==> config.mk <==
export PLATFORM = sky130hd
export DESIGN_NAME = char_lcd_4bit_bus_sequencer_core
export DESIGN_NICKNAME = d
export VERILOG_FILES = /design/src/hw/rtl/lcdseq_pkg.sv /design/src/hw/rtl/char_lcd_4bit_bus_sequencer_core.sv /design/src/hw/rtl/lcdseq_ctrl.sv /design/src/hw/rtl/lcdseq_obuf.sv
export SDC_FILE = /design/constraint.sdc
export NUM_CORES = 1
export LEC_CHECK = 0
export BUFFER_PORTS_ARGS = -buffer_cell sky130_fd_sc_hd__buf_2
export CAP_MARGIN = 20
export CELL_PAD_IN_SITES_DETAIL_PLACEMENT = 0
export CELL_PAD_IN_SITES_GLOBAL_PLACEMENT = 1
export CORE_MARGIN = 2
export CORE_UTILIZATION = 32
export CTS_BUF_LIST = sky130_fd_sc_hd__clkbuf_2 sky130_fd_sc_hd__clkbuf_4 sky130_fd_sc_hd__clkbuf_8
export DETAILED_ROUTE_END_ITERATION = 16
export PLACE_DENSITY = 0.68
export SYNTH_ARGS = -nofsm -noshare
export SYNTH_HDL_FRONTEND = slang
export SYNTH_SLANG_ARGS = --single-unit
==> constraint.sdc <==
create_clock -name clk -period 4.83 [get_ports clk]
set_input_delay 0.483 -clock clk [delete_from_list [all_inputs] [get_ports clk]]
set_output_delay 0.483 -clock clk [all_outputs]
set_load 0.005 [all_outputs]
==> src/hw/rtl/lcdseq_pkg.sv <==
`timescale 1ns / 1ps

package lcdseq_pkg;

	// request codes on op
	localparam logic [2:0] OP_TICK     = 3'd0;
	localparam logic [2:0] OP_WR_CMD   = 3'd1;
	localparam logic [2:0] OP_WR_DATA  = 3'd2;
	localparam logic [2:0] OP_RD_STAT  = 3'd3;
	localparam logic [2:0] OP_RD_DATA  = 3'd4;
	localparam logic [2:0] OP_INIT     = 3'd5;
	localparam logic [2:0] OP_CLEAR    = 3'd6;

	// configuration register indexes
	localparam logic [3:0] CFG_STROBE     = 4'd0;
	localparam logic [3:0] CFG_INIT_LONG  = 4'd1;
	localparam logic [3:0] CFG_INIT_SHORT = 4'd2;
	localparam logic [3:0] CFG_CLEAR      = 4'd3;

	localparam logic [15:0] STROBE_RST     = 16'd37;
	localparam logic [15:0] INIT_LONG_RST  = 16'd4100;
	localparam logic [15:0] INIT_SHORT_RST = 16'd100;
	localparam logic [15:0] CLEAR_RST      = 16'd6200;

	// phase kinds of the sequence program
	localparam logic [3:0] K_END = 4'd0;
	localparam logic [3:0] K_WRC = 4'd1;
	localparam logic [3:0] K_WRH = 4'd2;
	localparam logic [3:0] K_WRL = 4'd3;
	localparam logic [3:0] K_RDH = 4'd4;
	localparam logic [3:0] K_RDL = 4'd5;
	localparam logic [3:0] K_LOW = 4'd6;
	localparam logic [3:0] K_WTL = 4'd7;
	localparam logic [3:0] K_WTS = 4'd8;
	localparam logic [3:0] K_WTC = 4'd9;

	// program entry points
	localparam logic [5:0] SEQ_WRITE = 6'd1;
	localparam logic [5:0] SEQ_READ  = 6'd6;
	localparam logic [5:0] SEQ_CLEAR = 6'd11;
	localparam logic [5:0] SEQ_INIT  = 6'd17;

	typedef struct packed {
		logic [3:0] kind;
		logic [3:0] nib;
	} prog_t;

	typedef struct packed {
		logic [15:0] strobe_ticks;
		logic [15:0] init_long_ticks;
		logic [15:0] init_short_ticks;
		logic [15:0] clear_ticks;
	} cfg_t;

	typedef struct packed {
		logic       reg_select;
		logic       read_not_write;
		logic       enable_pin;
		logic [3:0] data_out;
		logic       data_drive;
		logic       ready_res;
		logic       read_valid;
		logic [7:0] read_byte;
		logic       rejected;
	} result_t;

	function automatic prog_t prog_entry(input logic [5:0] idx);
		prog_t e;
		unique case (idx)
			6'd1:  e = '{K_WRH, 4'd0};
			6'd2:  e = '{K_LOW, 4'd0};
			6'd3:  e = '{K_WRL, 4'd0};
			6'd4:  e = '{K_LOW, 4'd0};
			6'd6:  e = '{K_RDH, 4'd0};
			6'd7:  e = '{K_LOW, 4'd0};
			6'd8:  e = '{K_RDL, 4'd0};
			6'd9:  e = '{K_LOW, 4'd0};
			6'd11: e = '{K_WRC, 4'd0};
			6'd12: e = '{K_LOW, 4'd0};
			6'd13: e = '{K_WRC, 4'd1};
			6'd14: e = '{K_LOW, 4'd0};
			6'd15: e = '{K_WTC, 4'd0};
			6'd17: e = '{K_WRC, 4'd2};
			6'd18: e = '{K_LOW, 4'd0};
			6'd19: e = '{K_WTL, 4'd0};
			6'd20: e = '{K_WRC, 4'd2};
			6'd21: e = '{K_LOW, 4'd0};
			6'd22: e = '{K_WTS, 4'd0};
			6'd23: e = '{K_WRC, 4'd2};
			6'd24: e = '{K_LOW, 4'd0};
			6'd25: e = '{K_WRC, 4'd2};
			6'd26: e = '{K_LOW, 4'd0};
			6'd27: e = '{K_WRC, 4'd2};
			6'd28: e = '{K_LOW, 4'd0};
			6'd29: e = '{K_WRC, 4'd8};
			6'd30: e = '{K_LOW, 4'd0};
			6'd31: e = '{K_WRC, 4'd0};
			6'd32: e = '{K_LOW, 4'd0};
			6'd33: e = '{K_WRC, 4'd12};
			6'd34: e = '{K_LOW, 4'd0};
			6'd35: e = '{K_WRC, 4'd0};
			6'd36: e = '{K_LOW, 4'd0};
			6'd37: e = '{K_WRC, 4'd1};
			6'd38: e = '{K_LOW, 4'd0};
			6'd39: e = '{K_WTC, 4'd0};
			6'd40: e = '{K_WRC, 4'd0};
			6'd41: e = '{K_LOW, 4'd0};
			6'd42: e = '{K_WRC, 4'd6};
			6'd43: e = '{K_LOW, 4'd0};
			default: e = '{K_END, 4'd0};
		endcase
		return e;
	endfunction

endpackage

==> src/hw/rtl/char_lcd_4bit_bus_sequencer_core.sv <==
`timescale 1ns / 1ps
// Character LCD sequencer for a 4-bit parallel bus.
// Request channel (req_valid/req_stall): one beat is one tick of the bus
// timing. op selects tick, write command, write data, read status, read data,
// init or clear; payload is the byte to write, bus_nibble the sampled pins.
// Result channel (res_valid/res_stall): exactly one beat per request beat,
// carrying the pin levels, ready_res, read_valid/read_byte and rejected.
// Configuration channel (cfg_valid/cfg_ready): cfg_index 0..3 selects strobe,
// long init, short init and clear pause lengths; other indexes are ignored.
// Write it only while no sequence is running.
// A result is registered in the output register, or in the skid register
// if the receiver stalls. Throughput is one beat per cycle while req_stall is
// low; the sequencer state updates once per accepted beat. The result side
// has an output register and a skid register, so req_stall rises only once
// both are full. Reset clears the sequencer to idle with all pins high and
// the data pins driven; pause lengths return to 37, 4100, 100 and 6200 ticks.

module char_lcd_4bit_bus_sequencer_core #(
	parameter int TICK_COUNT_WIDTH = 16
) (
	input  logic        clk,
	input  logic        arst_n,
	input  logic        req_valid,
	output logic        req_stall,
	input  logic [2:0]  op,
	input  logic [7:0]  payload,
	input  logic [3:0]  bus_nibble,
	output logic        res_valid,
	input  logic        res_stall,
	output logic        reg_select,
	output logic        read_not_write,
	output logic        enable_pin,
	output logic [3:0]  data_out,
	output logic        data_drive,
	output logic        ready_res,
	output logic        read_valid,
	output logic [7:0]  read_byte,
	output logic        rejected,
	input  logic        cfg_valid,
	output logic        cfg_ready,
	input  logic [3:0]  cfg_index,
	input  logic [15:0] cfg_data
);

	lcdseq_pkg::cfg_t    cfg_q;
	lcdseq_pkg::result_t res_next, res_out;
	logic                accept;

	assign cfg_ready = 1'b1;
	assign accept    = req_valid && !req_stall;

	always_ff @(posedge clk or negedge arst_n) begin
		if (!arst_n) begin
			cfg_q.strobe_ticks     <= lcdseq_pkg::STROBE_RST;
			cfg_q.init_long_ticks  <= lcdseq_pkg::INIT_LONG_RST;
			cfg_q.init_short_ticks <= lcdseq_pkg::INIT_SHORT_RST;
			cfg_q.clear_ticks      <= lcdseq_pkg::CLEAR_RST;
		end else if (cfg_valid) begin
			unique case (cfg_index)
				lcdseq_pkg::CFG_STROBE:     cfg_q.strobe_ticks     <= cfg_data;
				lcdseq_pkg::CFG_INIT_LONG:  cfg_q.init_long_ticks  <= cfg_data;
				lcdseq_pkg::CFG_INIT_SHORT: cfg_q.init_short_ticks <= cfg_data;
				lcdseq_pkg::CFG_CLEAR:      cfg_q.clear_ticks      <= cfg_data;
				default: ;
			endcase
		end
	end

	lcdseq_ctrl #(
		.TICK_COUNT_WIDTH(TICK_COUNT_WIDTH)
	) u_ctrl (
		.clk       (clk),
		.arst_n    (arst_n),
		.step      (accept),
		.op        (op),
		.payload   (payload),
		.bus_nibble(bus_nibble),
		.cfg       (cfg_q),
		.res       (res_next)
	);

	lcdseq_obuf u_obuf (
		.clk      (clk),
		.arst_n   (arst_n),
		.push     (accept),
		.din      (res_next),
		.full     (req_stall),
		.out_valid(res_valid),
		.out_stall(res_stall),
		.dout     (res_out)
	);

	assign reg_select     = res_out.reg_select;
	assign read_not_write = res_out.read_not_write;
	assign enable_pin     = res_out.enable_pin;
	assign data_out       = res_out.data_out;
	assign data_drive     = res_out.data_drive;
	assign ready_res      = res_out.ready_res;
	assign read_valid     = res_out.read_valid;
	assign read_byte      = res_out.read_byte;
	assign rejected       = res_out.rejected;

endmodule

==> src/hw/rtl/lcdseq_ctrl.sv <==
`timescale 1ns / 1ps

module lcdseq_ctrl #(
	parameter int TICK_COUNT_WIDTH = 16
) (
	input  logic                clk,
	input  logic                arst_n,
	input  logic                step,
	input  logic [2:0]          op,
	input  logic [7:0]          payload,
	input  logic [3:0]          bus_nibble,
	input  lcdseq_pkg::cfg_t    cfg,
	output lcdseq_pkg::result_t res
);

	localparam int          TW       = TICK_COUNT_WIDTH;
	localparam logic [32:0] CNT_MAX  = 33'((64'd1 << TW) - 64'd1);

	logic [5:0]    seq_step_q, seq_step_d;
	logic [TW-1:0] wait_q, wait_d;
	logic [7:0]    byte_hold_q, byte_hold_d;
	logic [7:0]    read_accum_q, read_accum_d;
	logic          rs_q, rs_d, rw_q, rw_d, en_q, en_d, drive_q, drive_d;
	logic [3:0]    data_q, data_d;

	logic              idle, is_req, rej, rd_valid, do_enter;
	logic [5:0]        start_step, next_step, enter_step;
	lcdseq_pkg::prog_t cur_e, nxt_e, ent_e;
	logic [15:0]       len, len_m1;
	logic [TW-1:0]     len_cnt;

	assign idle      = (seq_step_q == 6'd0);
	assign is_req    = (op >= lcdseq_pkg::OP_WR_CMD) && (op <= lcdseq_pkg::OP_CLEAR);
	assign next_step = seq_step_q + 6'd1;
	assign cur_e     = lcdseq_pkg::prog_entry(seq_step_q);
	assign nxt_e     = lcdseq_pkg::prog_entry(next_step);

	always_comb begin
		unique case (op) inside
			lcdseq_pkg::OP_WR_CMD, lcdseq_pkg::OP_WR_DATA: start_step = lcdseq_pkg::SEQ_WRITE;
			lcdseq_pkg::OP_RD_STAT, lcdseq_pkg::OP_RD_DATA: start_step = lcdseq_pkg::SEQ_READ;
			lcdseq_pkg::OP_INIT: start_step = lcdseq_pkg::SEQ_INIT;
			default: start_step = lcdseq_pkg::SEQ_CLEAR;
		endcase
	end

	assign enter_step = idle ? start_step : next_step;
	assign ent_e      = lcdseq_pkg::prog_entry(enter_step);

	// phase length: zero acts as one, then saturate to the counter width
	always_comb begin
		case (ent_e.kind)
			lcdseq_pkg::K_WTL: len = cfg.init_long_ticks;
			lcdseq_pkg::K_WTS: len = cfg.init_short_ticks;
			lcdseq_pkg::K_WTC: len = cfg.clear_ticks;
			default:           len = cfg.strobe_ticks;
		endcase
		len_m1 = (len == 16'd0) ? 16'd0 : len - 16'd1;
		if ({17'd0, len_m1} > CNT_MAX)
			len_cnt = '1;
		else
			len_cnt = TW'(len_m1);
	end

	always_comb begin
		seq_step_d   = seq_step_q;
		wait_d       = wait_q;
		byte_hold_d  = byte_hold_q;
		read_accum_d = read_accum_q;
		rs_d         = rs_q;
		rw_d         = rw_q;
		en_d         = en_q;
		drive_d      = drive_q;
		data_d       = data_q;
		rej          = 1'b0;
		rd_valid     = 1'b0;
		do_enter     = 1'b0;

		if (idle) begin
			if (is_req) begin
				seq_step_d = start_step;
				do_enter   = 1'b1;
				unique case (op) inside
					lcdseq_pkg::OP_WR_CMD, lcdseq_pkg::OP_WR_DATA: begin
						rw_d        = 1'b0;
						rs_d        = (op == lcdseq_pkg::OP_WR_DATA);
						byte_hold_d = payload;
					end
					lcdseq_pkg::OP_RD_STAT, lcdseq_pkg::OP_RD_DATA: begin
						rw_d    = 1'b1;
						rs_d    = (op == lcdseq_pkg::OP_RD_DATA);
						drive_d = 1'b0;
					end
					default: begin
						rw_d = 1'b0;
						rs_d = 1'b0;
					end
				endcase
			end
		end else begin
			rej = is_req;
			if (wait_q != '0) begin
				wait_d = wait_q - TW'(1);
			end else begin
				// sample the bus at the end of each enable-high read phase
				if (cur_e.kind == lcdseq_pkg::K_RDH) begin
					read_accum_d = {bus_nibble, 4'd0};
				end else if (cur_e.kind == lcdseq_pkg::K_RDL) begin
					read_accum_d = {read_accum_q[7:4], bus_nibble};
					rd_valid     = 1'b1;
				end
				if (nxt_e.kind == lcdseq_pkg::K_END) begin
					seq_step_d = 6'd0;
					en_d       = 1'b0;
					drive_d    = 1'b1;
					wait_d     = '0;
				end else begin
					seq_step_d = next_step;
					do_enter   = 1'b1;
				end
			end
		end

		if (do_enter) begin
			wait_d = len_cnt;
			case (ent_e.kind)
				lcdseq_pkg::K_WRC: begin
					data_d = ent_e.nib;
					en_d   = 1'b1;
				end
				lcdseq_pkg::K_WRH: begin
					data_d = byte_hold_d[7:4];
					en_d   = 1'b1;
				end
				lcdseq_pkg::K_WRL: begin
					data_d = byte_hold_d[3:0];
					en_d   = 1'b1;
				end
				lcdseq_pkg::K_RDH, lcdseq_pkg::K_RDL: en_d = 1'b1;
				default: en_d = 1'b0;
			endcase
		end
	end

	always_ff @(posedge clk or negedge arst_n) begin
		if (!arst_n) begin
			seq_step_q   <= 6'd0;
			wait_q       <= '0;
			byte_hold_q  <= 8'd0;
			read_accum_q <= 8'd0;
			rs_q         <= 1'b1;
			rw_q         <= 1'b1;
			en_q         <= 1'b1;
			data_q       <= 4'hF;
			drive_q      <= 1'b1;
		end else if (step) begin
			seq_step_q   <= seq_step_d;
			wait_q       <= wait_d;
			byte_hold_q  <= byte_hold_d;
			read_accum_q <= read_accum_d;
			rs_q         <= rs_d;
			rw_q         <= rw_d;
			en_q         <= en_d;
			data_q       <= data_d;
			drive_q      <= drive_d;
		end
	end

	always_comb begin
		res.reg_select     = rs_d;
		res.read_not_write = rw_d;
		res.enable_pin     = en_d;
		res.data_out       = data_d;
		res.data_drive     = drive_d;
		res.ready_res      = (seq_step_d == 6'd0);
		res.read_valid     = rd_valid;
		res.read_byte      = read_accum_d;
		res.rejected       = rej;
	end

endmodule

==> src/hw/rtl/lcdseq_obuf.sv <==
`timescale 1ns / 1ps

module lcdseq_obuf (
	input  logic                clk,
	input  logic                arst_n,
	input  logic                push,
	input  lcdseq_pkg::result_t din,
	output logic                full,
	output logic                out_valid,
	input  logic                out_stall,
	output lcdseq_pkg::result_t dout
);

	logic                out_v_q, skid_v_q;
	lcdseq_pkg::result_t out_q, skid_q;
	logic                out_fire, load_out;

	assign out_fire  = out_v_q && !out_stall;
	assign full      = skid_v_q;
	assign out_valid = out_v_q;
	assign dout      = out_q;
	assign load_out  = !out_v_q || out_fire;

	always_ff @(posedge clk or negedge arst_n) begin
		if (!arst_n) begin
			out_v_q  <= 1'b0;
			skid_v_q <= 1'b0;
		end else if (skid_v_q) begin
			if (out_fire) begin
				skid_v_q <= 1'b0;
			end
		end else if (push) begin
			if (load_out) begin
				out_v_q <= 1'b1;
			end else begin
				skid_v_q <= 1'b1;
			end
		end else if (out_fire) begin
			out_v_q <= 1'b0;
		end
	end

	always_ff @(posedge clk) begin
		if (skid_v_q) begin
			if (out_fire) begin
				out_q <= skid_q;
			end
		end else if (push) begin
			if (load_out) begin
				out_q <= din;
			end else begin
				skid_q <= din;
			end
		end
	end

endmodule

* Word-level counts from Yosys, hierarchy flattened *
Memories as Yosys holds them, arrays and structs flattened.
Index checks and enable logic that the tools add are counted.

word-level totals
  memories = 3
  output and inout bits = 22
  bits in registers = 150
  word-level logic and storage cells = 149
  ROM bits = 1,536

cells by class
  add/subtract/negate cells = 3
  bitwise logic cells = 2
  reduce and logical (&&, ||, !) cells = 28
  equal/unequal tests = 21
  $lt $le $gt $ge = 2
  mux-type cells = 57

memories
  memory           depth  bits a word  read ports  clocked after Yosys merged registers in  write ports  RTL line          RTL
  (no name shown)  64     8            1           0                                        0            lcdseq_pkg.sv:69  unique case (idx)
  (no name shown)  64     8            1           0                                        0            lcdseq_pkg.sv:69
  (no name shown)  64     8            1           0                                        0            lcdseq_pkg.sv:69

operator list
  kind                   count
  $mux 16                5
  $mux 19                4
  $mux 8                 6
  $pmux 16 s3            1
  $sub 16x1->16 const B  2
  $mux 1                 31
  $mux 6                 5
  $eq 4x3->1 const B     5
  $eq 4x2->1 const B     4
  $logic_not 16->1       1
  $reduce_bool 16->1     1
  $pmux 5 s3             1
  $logic_not 6->1        2
  $pmux 4 s3             1
  $reduce_and 3->1       4
  $eq 4x1->1 const B     2
  $eq 4x4->1 const B     2
  $logic_not 4->1        2
  $mux 4                 2
  $reduce_and 2->1       4
  $add 6x1->6 const B    1
  $eq 3x2->1 const B     2
  $eq 3x3->1 const B     2
  $reduce_bool 2->1      3
  13 further kinds       20

* Depth between registers and ports, before layout *
An unclocked memory read counts as a cell.

  depth after elaboration = 12
  gate-level depth with buffers = 24
  depth with buffers taken out = 19

* Hierarchy *
Synthesis repeated with hierarchy kept, for this count alone.

unflattened totals
  cells, all modules = 802
  area, all modules = 8,797.2 um^2

modules (own cells, without submodules)
  module                            cells each  instances  seq. area each (um^2)  area each (um^2)
  lcdseq_ctrl                       589         1          1,161.1                4,833.4
  char_lcd_4bit_bus_sequencer_core  142         1          1,617.8                2,488.6
  lcdseq_obuf                       71          1          1,191.1                1,475.2

* Worst setup path after synthesis *
OpenSTA, ideal clock, no wires.

  path type = register to register
  start point = register u_ctrl.seq_step_q[0]
  end point = register u_ctrl.wait_q[10]
  cell stages (with the launch flop) = 23
  clock period less this slack = 4,822 ps
  path slack = 8 ps
  arrival time = 4,745 ps
  library setup time = 76 ps
  cells stage by stage = dfrtp_1 clkbuf_1 clkinv_1 ha_1 nor4b_4 and4_1 clkbuf_1 a21oi_1 inv_1 ha_1 nor3_1 a2111oi_0 nor4_1 a21oi_1 o21ai_2 clkbuf_1 o221ai_1 ha_1 nand3_1 nor2_1 a31o_2 buf_6 o21ai_1

on the way
  word-level cells in the longest chain between the ends = 8
  elaborated cells between the ends (all ways) = 20

ends and longest elaborated chain
  item                                             RTL line                               RTL
  start: declaration                               lcdseq_ctrl.sv:19                      logic [5:0] seq_step_q, seq_step_d;
  start signal: assignment                         lcdseq_ctrl.sv:157                     seq_step_q <= seq_step_d;
  $add 6x1->6 or $logic_not 6->1 (tied branches)   lcdseq_ctrl.sv:34, lcdseq_ctrl.sv:32
  $mux 6 or $mem_v2 64x8 (tied branches)           n/a
  $mem_v2 64x8 or $logic_not 4->1 (tied branches)  n/a
  $eq 4x4->1, or another cell as far along         lcdseq_ctrl.sv:52                      case (ent_e.kind)
  $pmux 16 s3 or $mux 1 (tied branches)            lcdseq_ctrl.sv:52, lcdseq_ctrl.sv:102
  $sub 16x1->16, or another cell as far along      lcdseq_ctrl.sv:58                      len_m1 = (len == 16'd0) ? 16'd0 : len - 16'd1;
  $mux 16, or another cell as far along            lcdseq_ctrl.sv:58
  $mux 16 or $reduce_and 3->1 (tied branches)      n/a
  end signal: assignment                           lcdseq_ctrl.sv:158                     wait_q <= wait_d;
  end: declaration                                 lcdseq_ctrl.sv:20                      logic [TW-1:0] wait_q, wait_d;

Parallel ways exist; a longest one is shown, timed or not.
A chain may end at the register's enable or synchronous reset.

* Final worst setup path *
  start point = register u_ctrl.seq_step_q[1]
  end point = register u_ctrl.wait_q[14]

Same word-level chain as after synthesis.

==> impl_metrics.py <==
metrics = {
    "outcome": {
        "status": "completed",
    },
    "setup_path": {
        "r2r_start": "u_ctrl.seq_step_q[1]$_DFFE_PN0P_",
        "arrival_ns": 4.88,
        "worstSetupPathType": "reg -> reg",
        "critPathLaunchType": "flop",
        "critPathRequiredTime_ns": 5.16,
        "worstSetupEndpointType": "flop",
        "crit_fanout": 9,
        "startpoint": "u_ctrl.seq_step_q[1]$_DFFE_PN0P_",
    },
    "drt": {
        "vias": 6768,
        "viasPerCell": 5.30,
        "routed_wl_um": 22100,
        "drt_pre_antenna_iters": 5,
        "initialDrtViolationCount": 616,
        "drc": 0,
        "ant_nets": 0,
        "wl_per_cell_um": 17.3,
    },
    "final_layout": {
        "insertedDiodeCount": 0,
        "final_cell_mix": "nand2_1, mux2_2, dfrtp_1, o21ai_0, buf_2",
        "final_nets": 987,
        "drive_above_1_share_pct": 31.6,
        "fillers": 2575,
        "stdcell_area_um2": 10000,
        "areaGrowthSynthToFinish_pct": 17.0,
        "seqCellArea_um2": 3970,
        "layout.cells.most_common": "nand2_1",
        "multiInputGateArea_um2": 4390,
    },
    "clock_tree": {
        "cts-root-buf": "clkbuf_8",
        "cts_tree": "done",
        "clock_path_buffers": 2,
        "cts_max_level": 4,
        "path_clk_slew_ns": 0.09,
        "cts_buffers": 17,
        "cts.sinks": 150,
        "clk_latency_ns": 0.47,
        "cts_setup_buffers": 0,
    },
    "power": {
        "ir_worst_vdd_mv": 0.234,
        "total_power_mw": 6.62,
        "p_leak_nw": 4.10,
        "power.density_nw_per_um2": 660,
    },
    "logic_synthesis": {
        "async_flop_share_pct": 74.7,
        "synth.area.mux_share_pct": 14.6,
        "netlist_instances": 841,
        "synth.distinct_cells": 77,
        "ys_seq_area_share_pct": 46.2,
        "ys_top_cells_by_area": "dfrtp_1, edfxtp_1, mux2_2, dfstp_2, nand2_1",
        "synthesis.nets": 898,
        "avgSynthCellArea_um2": 10.2,
        "synth-compound-area-share_pct": 16.0,
        "synthesis.area_um2": 8580,
        "synth_flop_cell": "dfrtp_1",
        "synth-simple-area-share_pct": 15.4,
        "yosys_warnings": 0,
        "synth_top_area_share_pct": 26.5,
        "yosysTopAreaCell": "dfrtp_1",
        "synth_top_family_by_area": "compound AO/OA/AOI/OAI gates",
        "ys_seq_elements": 150,
        "synth_adder_area_share_pct": 2.48,
        "synth-edff-count": 38,
        "synthXorXnorAreaFrac_pct": 1.84,
    },
    "placement": {
        "place_area_um2": 9510,
        "place_congestion": 0.895,
        "hpwl_um": 16100,
        "portBuffers": 60,
    },
    "hold_path": {
        "hp-start": "payload[0]",
        "hp-class": "in -> reg",
    },
    "floorplan": {
        "rows": 59,
        "dieArea_um2": 28200,
        "start_util_pct": 32.8,
        "die_w_um": 168,
        "die_height_um": 168,
        "coreArea_um2": 26200,
        "pin_count": 62,
    },
    "grt": {
        "first_global_vias": 6730,
        "antenna_found_initial": 0,
        "grt_max_degree": 75,
        "grt_overflow": 0,
        "grt_pass1_wl_um": 36800,
        "grtUsageTotal_pct": 16.4,
    },
    "run": {
        "maxCapViolations": 0,
    },
    "sta": {
        "tightest_slew_ns": 0.987,
        "fin_crit_sh_pct": 94.1,
        "slew_violations": 0,
        "period_needed_ns": 4.55,
        "finalHoldViolCount": 0,
        "finalSetupViolations": 0,
        "relSlewSlack_pct": 34.2,
        "skew_ns": 0.0169,
        "fmax_mhz": 220,
    },
}
-- cell type report --
type                       instances  share of cell area [%]
sequential                       150                    39.5
clock buffer                      17                    2.33
tap                              335                    4.17
inverter                          24                   0.897
timing repair buffer             114                    7.68
multi-input combinational        623                    43.7
clock inverter                    15                    1.64
-- cell usage after synthesis (9+ instances only) --
| cell type | number |
|---|---|
| ha_1 | 17 |
| o221ai_1 | 11 |
| mux2i_1 | 12 |
| o21ai_0 | 62 |
| mux2_2 | 101 |
| clkbuf_1 | 30 |
| nor3_1 | 24 |
| edfxtp_1 | 38 |
| nand3_1 | 18 |
| a22oi_1 | 9 |
| inv_1 | 22 |
| dfrtp_1 | 91 |
| nor2_1 | 56 |
| o21ai_1 | 13 |
| a21oi_1 | 39 |
| dfstp_2 | 21 |
| xnor2_1 | 10 |
| nand2_1 | 105 |
-- logic make-up (layout without fill, tap and decap cells) --
logic type / count (synthesis) / count (layout)
fa+ha+maj: 17 / 17
buf+inv: 68 / 170
simple gates: 268 / 268
flops: 150 / 150
other cells: 1 / 1
mux: 113 / 113
compound gates: 206 / 206
xor+xnor: 18 / 18
-- metrics by stage --
stage               hold WS, ns  TNS, ns  worst slack, ns  utilization, %  std cells
floorplan                 0.187        0          0.00823               -        841
global placement          0.451        0            0.145            36.3       1242
detailed placement        0.454        0           0.0862            36.3       1242
CTS                       0.197        0            0.133            37.8       1274
global route              0.237  -0.0538          -0.0319            38.3       1278
finish                    0.258        0            0.284            38.3       1278
-- path summary, 6_finish.rpt --
check | endpoint | slack, ns | cells past startpoint
setup / recovery | u_ctrl.wait_q[14]$_DFFE_PN0P_ | 0.28 | 16
hold / removal | u_ctrl.byte_hold_q[0]$_DFFE_PN0P_ | 0.26 | 2
setup reg to reg | u_ctrl.wait_q[14]$_DFFE_PN0P_ | 0.28 | 16
hold reg to reg | u_ctrl.en_q$_DFFE_PN1P_ | 0.47 | 2
max in group asynchronous | cfg_q[44]$_DFFE_PN1P_ | 3.53 | 3
min in group asynchronous | cfg_q[2]$_DFFE_PN0P_ | 0.46 | 2
-- power by group --
group          internal [mW]  leakage (nW)  switching [mW]
combinational           1.49          2.19            2.09
clock                  0.470         0.197           0.542
sequential              1.79          1.72           0.238
-- repair_timing --
item	in CTS	in global routing
endpoints found under the hold margin	0	15
endpoints found under the setup margin	0	16
gates resized for setup	0	9
hold buffers	0	1
-- registers in the layout, summed over array words and instances, names as in the netlist --
signal,flops
cfg_q,64
u_obuf.dout,19
u_obuf.skid_q,19
u_ctrl.wait_q,16
u_ctrl.byte_hold_q,8
u_ctrl.read_accum_q,8
u_ctrl.seq_step_q,6
u_ctrl.data_q,4
u_ctrl.drive_q,1
u_ctrl.en_q,1
u_ctrl.rs_q,1
u_ctrl.rw_q,1
u_obuf.full,1
u_obuf.out_valid,1
-- layer usage --
layer  GRT usage (%)  vias up  wire (µm)
met5               0        -          0
met4            5.60        0        481
met3            2.75       25        964
met2            25.8      185      10100
met1            22.8     3273      10500
li1                -     3285          -
-- worst max-delay path: stages, from the launching register on --
cell and delay (ns):
dfrtp_1 0.41, inv_1 0.08, ha_1 0.18, or4b_1 0.46, buf_4 0.20, a211oi_2 0.25, and3b_1 0.26, o21a_1 0.18
or4_1 0.58, o21ai_2 0.19, nand2_1 0.18, o221ai_1 0.31, ha_1 0.26, nand3_1 0.22, nor4_2 0.33, xnor2_1 0.22
o211ai_2 0.10
Power figures use the tool's default switching activity.
